## src/rtl/g2j_pkg.sv

```systemverilog
// ----------------------------------------------------------------------------
// g2j_pkg
// Types, constants and tables shared by the Gregorian to Jalali date pipeline.
// ----------------------------------------------------------------------------
package g2j_pkg;

	typedef struct packed {
		logic [11:0] greg_year;
		logic [3:0]  greg_month;
		logic [4:0]  greg_day;
	} greg_date_t;

	typedef struct packed {
		logic [11:0] jal_year;
		logic [3:0]  jal_month;
		logic [4:0]  jal_day;
	} jal_date_t;

	localparam int unsigned DaysW = 22;
	typedef logic signed [DaysW-1:0] day_cnt_t;

	localparam int unsigned GregBaseYear     = 1600;
	localparam int unsigned JalOffsetDays    = 79;
	localparam int unsigned JalCycleDays     = 12053;
	localparam int unsigned JalQuadDays      = 1461;
	localparam int unsigned JalBaseYear      = 979;
	localparam int unsigned JalFirstYearDays = 366;
	localparam int unsigned YearDays         = 365;

	// reciprocals: x/100 = (x*Recip100) >> Shift100 for x < 43699
	localparam int unsigned Recip100   = 5243;
	localparam int unsigned Shift100   = 19;
	// floor(2^k/d); estimate is q or q-1, corrected afterwards
	localparam int unsigned ShiftCycle = 27;
	localparam int unsigned RecipCycle = (1 << ShiftCycle) / JalCycleDays;
	localparam int unsigned ShiftQuad  = 20;
	localparam int unsigned RecipQuad  = (1 << ShiftQuad) / JalQuadDays;

	localparam int unsigned JalMonths = 12;

	function automatic logic [8:0] days_before_month(input logic [3:0] month);
		logic [8:0] d;
		unique case (month)
			4'd0, 4'd1: d = 9'd0;
			4'd2:       d = 9'd31;
			4'd3:       d = 9'd59;
			4'd4:       d = 9'd90;
			4'd5:       d = 9'd120;
			4'd6:       d = 9'd151;
			4'd7:       d = 9'd181;
			4'd8:       d = 9'd212;
			4'd9:       d = 9'd243;
			4'd10:      d = 9'd273;
			4'd11:      d = 9'd304;
			4'd12:      d = 9'd334;
			default:    d = 9'd365;
		endcase
		return d;
	endfunction

	// first day (0-based) of each Jalali month within the year
	function automatic logic [8:0] jal_month_start(input logic [3:0] idx);
		logic [8:0] d;
		unique case (idx)
			4'd0:    d = 9'd0;
			4'd1:    d = 9'd31;
			4'd2:    d = 9'd62;
			4'd3:    d = 9'd93;
			4'd4:    d = 9'd124;
			4'd5:    d = 9'd155;
			4'd6:    d = 9'd186;
			4'd7:    d = 9'd216;
			4'd8:    d = 9'd246;
			4'd9:    d = 9'd276;
			4'd10:   d = 9'd306;
			4'd11:   d = 9'd336;
			default: d = 9'd0;
		endcase
		return d;
	endfunction

endpackage

```

## src/rtl/gregorian_to_jalali_date_unit.sv

```systemverilog
// ----------------------------------------------------------------------------
// gregorian_to_jalali_date_unit
// Converts a Gregorian year/month/day item into the Jalali year/month/day.
//
// Channels: greg (greg_valid/greg_ready) carries one date per item; jal
// (jal_valid/jal_ready) returns exactly one converted date per input item,
// in order. An item moves on any edge where its valid and ready are high.
// Pipeline: eight register stages; a result is presented on jal from the last
// of them.
// Throughput: one item per cycle while jal_ready does not stall the output,
// set by the eight-stage pipeline in which the 33-year cycle and 4-year group
// divisions are each a reciprocal multiply stage and a compare-and-correct stage.
// Reset (arst_n low) clears every stage valid bit; in-flight items are dropped.
// Stall: with jal_ready low the output holds; upstream stages keep moving
// into empty slots, and greg_ready falls only once every stage is occupied.
// Input dates are not checked; odd month or day codes go through the same
// arithmetic and give wrapped results.
// ----------------------------------------------------------------------------
module gregorian_to_jalali_date_unit (
	input  logic                clk,
	input  logic                arst_n,
	input  logic                greg_valid,
	output logic                greg_ready,
	input  g2j_pkg::greg_date_t greg,
	output logic                jal_valid,
	input  logic                jal_ready,
	output g2j_pkg::jal_date_t  jal
);

	logic              days_valid, days_ready;
	g2j_pkg::day_cnt_t days;

	logic en_s3, en_s4, en_s5, en_s6, en_s7, en_s8;
	logic v_s3, v_s4, v_s5, v_s6, v_s7, v_s8;

	// stage 3
	logic [19:0] mag3;
	logic [33:0] prod3;
	logic [6:0]  qe_s3;
	logic [19:0] mag_s3;
	logic        neg_s3;

	// stage 4
	logic [19:0]       r4;
	logic              ge4;
	logic [6:0]        q4;
	logic [13:0]       rr4;
	logic signed [7:0] cyc4;
	logic [13:0]       rr_s4;
	logic              neg_s4;
	logic signed [7:0] cyc_s4;

	// stage 5
	logic [23:0]       prod5;
	logic [3:0]        qe_s5;
	logic [13:0]       rr_s5;
	logic              neg_s5;
	logic signed [7:0] cyc_s5;

	// stage 6
	logic [13:0]        r6;
	logic               ge6;
	logic [3:0]         q6;
	logic [10:0]        r6c;
	logic signed [4:0]  q6s;
	logic signed [12:0] cyc33;
	logic signed [12:0] quad4;
	logic signed [11:0] d3;
	logic [11:0]        jy6;
	logic signed [11:0] d3_s6;
	logic [11:0]        jy_s6;

	// stage 7
	logic               big7;
	logic [10:0]        e7;
	logic [1:0]         y7;
	logic [10:0]        r7;
	logic signed [11:0] d4;
	logic signed [11:0] d4_s7;
	logic [11:0]        jy_s7;

	// stage 8
	logic [3:0]         idx8;
	logic signed [11:0] dd8;
	g2j_pkg::jal_date_t res8;
	g2j_pkg::jal_date_t jal_s8;

	g2j_day_count u_day_count (
		.clk        (clk),
		.arst_n     (arst_n),
		.greg_valid (greg_valid),
		.greg_ready (greg_ready),
		.greg       (greg),
		.days_valid (days_valid),
		.days_ready (days_ready),
		.days       (days)
	);

	assign en_s8      = !v_s8 || jal_ready;
	assign en_s7      = !v_s7 || en_s8;
	assign en_s6      = !v_s6 || en_s7;
	assign en_s5      = !v_s5 || en_s6;
	assign en_s4      = !v_s4 || en_s5;
	assign en_s3      = !v_s3 || en_s4;
	assign days_ready = en_s3;

	always_ff @(posedge clk or negedge arst_n) begin
		if (!arst_n) begin
			v_s3 <= 1'b0;
			v_s4 <= 1'b0;
			v_s5 <= 1'b0;
			v_s6 <= 1'b0;
			v_s7 <= 1'b0;
			v_s8 <= 1'b0;
		end else begin
			if (en_s3) v_s3 <= days_valid;
			if (en_s4) v_s4 <= v_s3;
			if (en_s5) v_s5 <= v_s4;
			if (en_s6) v_s6 <= v_s5;
			if (en_s7) v_s7 <= v_s6;
			if (en_s8) v_s8 <= v_s7;
		end
	end

	// stage 3: 33-year cycle quotient estimate on the magnitude
	always_comb begin
		mag3  = days[g2j_pkg::DaysW-1] ? 20'(-days) : days[19:0];
		prod3 = 34'(mag3) * 34'(g2j_pkg::RecipCycle);
	end

	always_ff @(posedge clk) begin
		if (en_s3) begin
			qe_s3  <= prod3[33:27];
			mag_s3 <= mag3;
			neg_s3 <= days[g2j_pkg::DaysW-1];
		end
	end

	// stage 4: correct quotient, truncating signed cycle count
	always_comb begin
		r4   = mag_s3 - 20'(qe_s3) * 20'(g2j_pkg::JalCycleDays);
		ge4  = (r4 >= 20'(g2j_pkg::JalCycleDays));
		q4   = qe_s3 + 7'(ge4);
		rr4  = ge4 ? 14'(r4 - 20'(g2j_pkg::JalCycleDays)) : r4[13:0];
		cyc4 = neg_s3 ? -$signed({1'b0, q4}) : $signed({1'b0, q4});
	end

	always_ff @(posedge clk) begin
		if (en_s4) begin
			rr_s4  <= rr4;
			neg_s4 <= neg_s3;
			cyc_s4 <= cyc4;
		end
	end

	// stage 5: 4-year group quotient estimate
	assign prod5 = 24'(rr_s4) * 24'(g2j_pkg::RecipQuad);

	always_ff @(posedge clk) begin
		if (en_s5) begin
			qe_s5  <= prod5[23:20];
			rr_s5  <= rr_s4;
			neg_s5 <= neg_s4;
			cyc_s5 <= cyc_s4;
		end
	end

	// stage 6: correct group quotient, assemble year so far (mod 2^12)
	always_comb begin
		r6    = rr_s5 - 14'(qe_s5) * 14'(g2j_pkg::JalQuadDays);
		ge6   = (r6 >= 14'(g2j_pkg::JalQuadDays));
		q6    = qe_s5 + 4'(ge6);
		r6c   = ge6 ? 11'(r6 - 14'(g2j_pkg::JalQuadDays)) : r6[10:0];
		q6s   = neg_s5 ? -$signed({1'b0, q6}) : $signed({1'b0, q6});
		d3    = neg_s5 ? -$signed({1'b0, r6c}) : $signed({1'b0, r6c});
		cyc33 = 13'(cyc_s5) * 13'sd33;
		quad4 = 13'(q6s) * 13'sd4;
		jy6   = 12'(g2j_pkg::JalBaseYear) + cyc33[11:0] + quad4[11:0];
	end

	always_ff @(posedge clk) begin
		if (en_s6) begin
			d3_s6 <= d3;
			jy_s6 <= jy6;
		end
	end

	// stage 7: single years after the 366-day first year
	always_comb begin
		big7 = (d3_s6 >= 12'sd366);
		e7   = d3_s6[10:0] - 11'd1;
		if (e7 >= 11'd1095) begin
			y7 = 2'd3;
		end else if (e7 >= 11'd730) begin
			y7 = 2'd2;
		end else if (e7 >= 11'd365) begin
			y7 = 2'd1;
		end else begin
			y7 = 2'd0;
		end
		r7 = e7 - 11'(y7) * 11'd365;
		d4 = big7 ? $signed({1'b0, r7}) : d3_s6;
	end

	always_ff @(posedge clk) begin
		if (en_s7) begin
			d4_s7 <= d4;
			jy_s7 <= big7 ? jy_s6 + 12'(y7) : jy_s6;
		end
	end

	// stage 8: month walk over cumulative month starts
	always_comb begin
		idx8 = 4'd0;
		for (int k = 1; k < g2j_pkg::JalMonths; k++) begin
			if (d4_s7 >= $signed({3'b0, g2j_pkg::jal_month_start(4'(k))})) begin
				idx8 = 4'(k);
			end
		end
		dd8 = d4_s7 - $signed({3'b0, g2j_pkg::jal_month_start(idx8)}) + 12'sd1;
		res8.jal_year  = jy_s7;
		res8.jal_month = idx8 + 4'd1;
		res8.jal_day   = dd8[4:0];
	end

	always_ff @(posedge clk) begin
		if (en_s8) begin
			jal_s8 <= res8;
		end
	end

	assign jal_valid = v_s8;
	assign jal       = jal_s8;

endmodule

```

## src/rtl/g2j_day_count.sv

```systemverilog
// ----------------------------------------------------------------------------
// g2j_day_count
// Two-stage pipeline: Gregorian date to signed day count relative to the
// Jalali epoch (days since 1600 with leap rules, less the 79-day offset).
// ----------------------------------------------------------------------------
module g2j_day_count (
	input  logic                clk,
	input  logic                arst_n,
	input  logic                greg_valid,
	output logic                greg_ready,
	input  g2j_pkg::greg_date_t greg,
	output logic                days_valid,
	input  logic                days_ready,
	output g2j_pkg::day_cnt_t   days
);

	logic en_s1, en_s2;
	logic v_s1, v_s2;

	// stage 1
	logic signed [12:0] gy, a3, a99, a399;
	logic [11:0]        m3, m99, m399;
	logic signed [10:0] t4;
	logic [24:0]        p99, py;
	logic [22:0]        p399;
	g2j_pkg::day_cnt_t  gy_ext, d365;

	logic signed [10:0] t4_s1;
	logic               neg99_s1, neg399_s1;
	logic [24:0]        p99_s1, py_s1;
	logic [22:0]        p399_s1;
	g2j_pkg::day_cnt_t  d365_s1;
	logic [11:0]        year_s1;
	logic [3:0]         month_s1;
	logic [4:0]         day_s1;

	// stage 2
	logic [5:0]         q99, yq;
	logic [3:0]         q400;
	logic signed [7:0]  t100;
	logic signed [4:0]  t400;
	logic               div100, div400, leap, add_leap;
	g2j_pkg::day_cnt_t  sum;
	g2j_pkg::day_cnt_t  days_s2;

	assign en_s2      = !v_s2 || days_ready;
	assign en_s1      = !v_s1 || en_s2;
	assign greg_ready = en_s1;

	always_comb begin
		gy   = $signed({1'b0, greg.greg_year}) - 13'sd1600;
		a3   = gy + 13'sd3;
		a99  = gy + 13'sd99;
		a399 = gy + 13'sd399;
		m3   = a3[12] ? 12'(-a3) : a3[11:0];
		m99  = a99[12] ? 12'(-a99) : a99[11:0];
		m399 = a399[12] ? 12'(-a399) : a399[11:0];
		t4   = a3[12] ? -$signed({1'b0, m3[11:2]}) : $signed({1'b0, m3[11:2]});
		p99  = 25'(m99) * 25'(g2j_pkg::Recip100);
		p399 = 23'(m399[11:2]) * 23'(g2j_pkg::Recip100);
		py   = 25'(greg.greg_year) * 25'(g2j_pkg::Recip100);
		gy_ext = g2j_pkg::day_cnt_t'(gy);
		d365   = gy_ext * 22'sd365;
	end

	always_ff @(posedge clk or negedge arst_n) begin
		if (!arst_n) begin
			v_s1 <= 1'b0;
		end else if (en_s1) begin
			v_s1 <= greg_valid;
		end
	end

	always_ff @(posedge clk) begin
		if (en_s1) begin
			t4_s1     <= t4;
			neg99_s1  <= a99[12];
			neg399_s1 <= a399[12];
			p99_s1    <= p99;
			p399_s1   <= p399;
			py_s1     <= py;
			d365_s1   <= d365;
			year_s1   <= greg.greg_year;
			month_s1  <= greg.greg_month;
			day_s1    <= greg.greg_day;
		end
	end

	always_comb begin
		q99  = p99_s1[24:19];
		q400 = p399_s1[22:19];
		yq   = py_s1[24:19];
		t100 = neg99_s1 ? -$signed({2'b0, q99}) : $signed({2'b0, q99});
		t400 = neg399_s1 ? -$signed({1'b0, q400}) : $signed({1'b0, q400});
		// leap tests on the raw year: 1600 is a multiple of 400
		div100   = ({1'b0, year_s1} == 13'(yq) * 13'd100);
		div400   = div100 && (yq[1:0] == 2'b00);
		leap     = ((year_s1[1:0] == 2'b00) && !div100) || div400;
		add_leap = leap && (month_s1 >= 4'd3);
		sum = d365_s1
			+ g2j_pkg::day_cnt_t'(t4_s1)
			- g2j_pkg::day_cnt_t'(t100)
			+ g2j_pkg::day_cnt_t'(t400)
			+ $signed({13'b0, g2j_pkg::days_before_month(month_s1)})
			+ $signed({21'b0, add_leap})
			+ $signed({17'b0, day_s1})
			- 22'sd1
			- 22'(g2j_pkg::JalOffsetDays);
	end

	always_ff @(posedge clk or negedge arst_n) begin
		if (!arst_n) begin
			v_s2 <= 1'b0;
		end else if (en_s2) begin
			v_s2 <= v_s1;
		end
	end

	always_ff @(posedge clk) begin
		if (en_s2) begin
			days_s2 <= sum;
		end
	end

	assign days_valid = v_s2;
	assign days       = days_s2;

endmodule

```

## config.mk

```make
export PLATFORM = sky130hd
export DESIGN_NAME = gregorian_to_jalali_date_unit
export DESIGN_NICKNAME = d
export VERILOG_FILES = /design/src/rtl/g2j_pkg.sv /design/src/rtl/gregorian_to_jalali_date_unit.sv /design/src/rtl/g2j_day_count.sv
export SDC_FILE = /design/constraint.sdc
export NUM_CORES = 2
export LEC_CHECK = 0
export ABC_CLOCK_PERIOD_IN_PS = 10500
export BUFFER_PORTS_ARGS = -buffer_cell sky130_fd_sc_hd__buf_2
export CAP_MARGIN = 15
export CORE_UTILIZATION = 50
export CTS_BUF_LIST = sky130_fd_sc_hd__clkbuf_8
export DETAILED_ROUTE_END_ITERATION = 10
export PLACE_DENSITY = 0.66
export SLEW_MARGIN = 20
export SYNTH_ARGS = -nofsm -noshare
export SYNTH_HDL_FRONTEND = slang
export SYNTH_SLANG_ARGS = --single-unit
```

## constraint.sdc

```tcl
create_clock -name clk -period 10.5 [get_ports clk]
set_input_delay 2.1 -clock clk [delete_from_list [all_inputs] [get_ports clk]]
set_output_delay 2.1 -clock clk [all_outputs]
set_load 0.005 [all_outputs]
```

* Word-level counts from Yosys, hierarchy flattened *
Memory sizes are Yosys's and may differ from the RTL's. A register that Yosys moved wholly into a read port is not among the register bits.
Cells that the tools add are included.

storage, ports and cells
  register bits after elaboration = 306
  bits in latches = 0
  RAM bits = 0
  ROM bits = 288
  input port bits = 25
  output and inout bits = 23
  word-level logic and storage cells = 160
  memories kept = 2

memories
  memory           words  width  rd ports  clocked after memory_dff  write ports  RTL line       source
  (no name shown)  16     9      1         0                         0            g2j_pkg.sv:64  unique case (idx)
  (no name shown)  16     9      1         1                         0            g2j_pkg.sv:43  unique case (month)

operators by class
  add/subtract/negate cells = 36
  multiply operators = 11
  div/mod/pow operators = 0
  $lt $le $gt $ge = 18
  equality and inequality tests = 1
  shift operators = 0
  mux-type cells = 29
  bitwise gates (word level) = 0
  reduce and logical (&&, ||, !) cells = 23

operators with widths
  operator                                                                 count
  12-bit by 13-bit multiplier with 25-bit output, second input constant    2
  12-bit by 10-bit >= comparator with 1-bit output, second input constant  4
  12-bit by 9-bit >= comparator with 1-bit output, second input constant   4
  12-bit two-way mux                                                       4
  22-bit adder                                                             2
  4-bit two-way mux                                                        11
  12-bit negator                                                           3
  20-bit by 14-bit multiplier with 34-bit output, second input constant    1
  11-bit two-way mux                                                       3
  12-bit by 8-bit >= comparator with 1-bit output, second input constant   2
  14-bit by 10-bit multiplier with 24-bit output, second input constant    1
  10-bit by 13-bit multiplier with 23-bit output, second input constant    1
  22-bit by 1-bit adder with 22-bit output                                 1
  22-bit by 5-bit adder with 22-bit output                                 1
  22-bit by 9-bit adder with 22-bit output                                 1
  13-bit by 10-bit multiplier with 22-bit output, second input constant    1
  22-bit by 1-bit subtractor with 22-bit output, second input constant     1
  22-bit subtractor                                                        1
  22-bit by 7-bit subtractor with 22-bit output, second input constant     1
  20-bit by 14-bit >= comparator with 1-bit output, second input constant  1
  7-bit by 14-bit multiplier with 20-bit output, second input constant     1
  20-bit two-way mux                                                       1
  20-bit negator                                                           1
  20-bit subtractor                                                        1
  other kinds (45)                                                         68

* Depth between registers and ports, before layout *
An unclocked memory read counts as a cell.

  word-level depth = 15
  gate-level depth with buffers = 38

* Hierarchy *
A second synthesis with hierarchy kept.

second synthesis, totals
  cells, all modules = 3906
  area total of the unflattened synthesis = 39671.8 um^2

modules (own cells, without submodules)
  module                         instances  cells an instance  area each (um^2)  sequential area each (um^2)
  gregorian_to_jalali_date_unit  1          2129               21481.9           4564.4
  g2j_day_count                  1          1777               18189.9           2992.9

* Worst setup path after synthesis *
OpenSTA, ideal clock, no wires.

  path type = input to register
  start = input greg[15] in the netlist's numbering
  end = register u_day_count.p399_s1[22], data pin
  setup time = 262 ps
  arrival time = 9211 ps
  required time = 10238 ps
  path slack = 1027 ps
  cell stages on the path = 31
  path buffers = 1
  cells stage by stage = inv_1 -> ha_1 -> nand2b_1 -> nand2_1 -> xnor2_1 -> inv_1 -> ha_1 -> nand2_1 -> nand2_1 -> a31o_2 -> and2_1 -> clkbuf_1 -> a31oi_1 -> xor2_1 -> fa_1 -> inv_1 -> fa_1 -> fa_1 -> inv_1 -> fa_1 -> fa_1 -> ha_1 -> a21o_1 -> a211oi_1 -> o21ai_0 -> a211oi_1 -> o211ai_1 -> o221a_2 -> a21o_1 -> a21oi_1 -> xor2_1

on the way
  cells in the longest elaborated chain, start to end = 5

RTL lines
  item                                                RTL line                             source
  start, declared                                     gregorian_to_jalali_date_unit.sv:24  input g2j_pkg::greg_date_t greg,
  12-bit by 11-bit subtractor with 13-bit output (*)  g2j_day_count.sv:51                  gy = $signed({1'b0, greg.greg_year}) - 13'sd1600;
  13-bit by 10-bit adder with 13-bit output (*)       g2j_day_count.sv:54                  a399 = gy + 13'sd399;
  12-bit negator                                      g2j_day_count.sv:57                  m399 = a399[12] ? 12'(-a399) : a399[11:0];
  12-bit two-way mux (*)                              g2j_day_count.sv:57
  10-bit by 13-bit multiplier with 23-bit output (*)  g2j_day_count.sv:60                  p399 = 23'(m399[11:2]) * 23'(g2j_pkg::Recip100);
  named net u_day_count.p399[22]                      g2j_day_count.sv:25                  logic [22:0] p399;
  end signal, assigned                                g2j_day_count.sv:80                  p399_s1 <= p399;
  end, declared                                       g2j_day_count.sv:31                  logic [22:0] p399_s1;

Mark *: on every way through the listed nets, which the timed path passes. The rest lies on a longest branch.
A chain may end at the register's enable or synchronous reset.

* Final worst setup path *
  start = input greg[15] in the netlist's numbering
  end = register u_day_count.p99_s1[24], data pin

on the way
  elaborated cells on any way between the ends = 5

RTL lines
  item                                            RTL line             source
  12-bit by 11-bit subtractor with 13-bit output  g2j_day_count.sv:51
  13-bit by 8-bit adder with 13-bit output        g2j_day_count.sv:53  a99 = gy + 13'sd99;
  named net u_day_count.a99[12]                   g2j_day_count.sv:21  logic signed [12:0] gy, a3, a99, a399;
  12-bit two-way mux                              g2j_day_count.sv:56  m99 = a99[12] ? 12'(-a99) : a99[11:0];
  12-bit by 13-bit multiplier with 25-bit output  g2j_day_count.sv:59  p99 = 25'(m99) * 25'(g2j_pkg::Recip100);
  named net u_day_count.p99[24]                   g2j_day_count.sv:24  logic [24:0] p99, py;
  end signal, assigned                            g2j_day_count.sv:79  p99_s1 <= p99;
  end, declared                                   g2j_day_count.sv:30  logic [24:0] p99_s1, py_s1;

The timed path passes the listed nets, and every way through them passes these cells.

==> impl_metrics.csv <==
group,metric,value,unit
status,outcome,"completed",
timing,fmax,104,MHz
clock_network,clk_pin_slew,0.06,ns
clock_network,clock_path_buffers,3,
timing,hold_viol_final,0,
synthesis,synth_area_leaders,"ha_1 25%, fa_1 24%, edfxtp_1 18%",
detailed_routing,wl_per_cell,15.7,um
detailed_routing,ant_nets,0,
layout,fillCellCount,6981,
synthesis,async_flop_share,0.0314,
critical_path,crit_required,10.89,ns
synthesis,syn-num-nets,5087,
synthesis,ys_ff_latch,255,
die,floorplan.initialDensity,0.506,
critical_path,crit_fanout,10,
detailed_routing,first_pass_iters,6,
synthesis,yosysTopAreaCell,"ha_1",
layout,layout-drive-gt1-share,0.0588,
clock_network,cts.sinks,255,
critical_path,critPathKind,"input pin to flip-flop",
clock_network,hold_buffers,0,
timing,finClkSkew,0.0717,ns
grt,grtUsageTotal,0.208,
timing,max-slew-margin-rel,0.294,
clock_network,cts_tree,"built",
synthesis,synthDistinctLibCells,84,
clock_network,post_cts_resized,0,
die,die_w,282,um
detailed_routing,vias,25700,
grt,grt_max_degree,41,
synthesis,synth_top_area_share,0.246,
synthesis,ys.flop_type,"edfxtp_1",
worst_hold_path,min_path_type,"flip-flop to flip-flop",
grt,grt_pass1_vias,26900,
timing,timing.final.crit_share,0.915,
grt,antenna_found_initial,5,
placement,place_congestion,0.929,
die,dieArea,79700,sq um
die,ios,48,
synthesis,syn_area_per_cell,10.3,sq um
timing,setup_viol,0,
layout,mostFrequentLayoutCells,"880 x inv_1, 771 x ha_1, 476 x fa_1, 238 x edfxtp_1, 225 x xnor2_1",
die,dieHeight,282,um
timing,worst_hold_slack,0.418,ns
critical_path,slowest_stage,"xnor2_1",
synthesis,syn_inst,3815,
synthesis,ys_seq_area_frac,0.192,
placement,port_buffers,47,
critical_path,start_kind,"input pin",
clock_network,htreeDepth,2,
clock_network,cts_setup_buffers,0,
die,core_area,77600,sq um
critical_path,cp-end-kind,"flip-flop",
die,num_rows,102,
detailed_routing,drt-initial-drc-count,1151,
layout,fin_nets,5194,
layout,area_growth,7.18,%
detailed_routing,via_per_inst,5.14,
synthesis,synth_warnings,0,
synthesis,synth-edff-count,238,
layout,final_common_cell,"inv_1",
timing,slew_viol_final,0,
timing,tns,0,ns
detailed_routing,route.detailed.drc,0,
clock_network,clock_latency,0.68,ns
detailed_routing,wirelength,78.8,mm
timing,tightestPinTransition,1.06,ns
grt,grt_first_pass_wirelength,133,mm
timing,rsz0062_at_grt,"no",
placement,dp_hpwl,66.4,mm
timing,post-route-min-period,9.61,ns
clock_network,cts_inserted_buffers,51,
grt,grt_remaining_overflow,0,
critical_path,max_stage_delay,0.81,ns
critical_path,arrival,10.00,ns
run,cap_violations,0,
clock_network,root_buffer,"clkbuf_8",
synthesis,synth.cell_area,39300,sq um
==> worst max-delay path: cells and delay by family <==
| family | cells | cell delay, ns |
|---|---|---|
| fa+ha+maj | 8 | 3.53 |
| xor+xnor | 4 | 1.45 |
| simple gates | 4 | 0.48 |
| buf+inv | 6 | 0.83 |
| compound gates | 7 | 1.61 |
==> flip-flops by register name (all words and copies together), names as in the netlist, 5 cells and up, named ones only <==
register / cells
mag_s3: 20
jy_s7: 12
d4_s7: 12
u_day_count.day_s1: 5
qe_s3: 7
u_day_count.t4_s1: 11
rr_s5: 14
cyc_s5: 8
rr_s4: 14
u_day_count.p99_s1: 6
u_day_count.d365_s1: 20
cyc_s4: 8
d3_s6: 12
jy_s6: 12
u_day_count.days: 21
u_day_count.year_s1: 12
jal: 21
u_day_count.py_s1: 6
==> synth_stat cells (all sizes together) (13+ instances only) <==
library cell	instances
nor4	18
edfxtp	238
o21a	34
ha	771
a21oi	120
and2	21
and3	23
nand3	49
a21o	36
nand2	131
nor2	147
o211ai	20
nor2b	35
o21ai	98
xor2	82
mux2	13
nand4	15
inv	868
nand2b	36
nor3	49
mux2i	14
a31oi	28
or3	17
xnor2	231
fa	476
a211oi	16
or2	25
o31ai	20
clkbuf	30
==> final timing paths <==
| kind | from | endpoint | slack [ns] | cells after the start |
|---|---|---|---|---|
| max in group asynchronous | arst_n | u_day_count.days_valid$_DFFE_PN0P_ | 8.91 | 1 |
| hold reg to reg | jy_s7[5]$_DFFE_PP_ | jal[14]$_DFFE_PP_ | 0.42 | 0 |
| min in group asynchronous | arst_n | jal_valid$_DFFE_PN0P_ | 1.31 | 1 |
| hold / removal | jy_s7[5]$_DFFE_PP_ | jal[14]$_DFFE_PP_ | 0.42 | 0 |
| setup reg to reg | qe_s5[2]$_DFFE_PP_ | jy_s6[11]$_DFFE_PP_ | 1.57 | 35 |
| setup / recovery | greg[15] | u_day_count.p99_s1[24]$_DFFE_PN_ | 0.89 | 29 |
==> metrics by stage <==
stage / worst slack (ns) / instances / cell area, sq um / util
detailed placement: 0.313 / 4909 / 41000 / 0.529
finish: 0.895 / 5005 / 42100 / 0.543
global placement: 0.530 / 4909 / 41000 / 0.529
CTS: 1.07 / 5004 / 42100 / 0.542
floorplan: 1.03 / 3815 / 39300 / -
global route: 0.249 / 5005 / 42100 / 0.543
==> routing by layer <==
metal  GRT usage  routed length [um]  part of all wire
met3      0.0278                2930             0.037
met2       0.358               38000              0.48
met4      0.0596                1930             0.025
met5           0                  47           0.00060
met1       0.274               35900              0.46
==> layout make-up <==
class	instances	area (sq um)	share of cell area
repair buffers	90	558	0.0133
inverters	869	3260	0.0775
clock inverters	43	358	0.00850
flip-flops and latches	255	7530	0.179
diodes	1	2.50	0.0000594
multi-input cells	2655	28400	0.674
well taps	1040	1300	0.0309
clock buffers	52	716	0.0170
==> cells by family after synthesis <==
kind of cell             count (synthesis)  share of synthesized area
multiplexers                            27                    0.00729
AND/OR/NAND/NOR                        594                     0.0752
flip-flops                             255                      0.192
AO/OA/AOI/OAI                          473                     0.0801
buffers and inverters                  905                     0.0873
adder cells (fa/ha/maj)               1248                      0.488
XOR/XNOR                               313                     0.0700
Power is left out: the tool's default activity adds up to more than one toggle a clock period on the data nets, which glitch-free logic cannot reach.
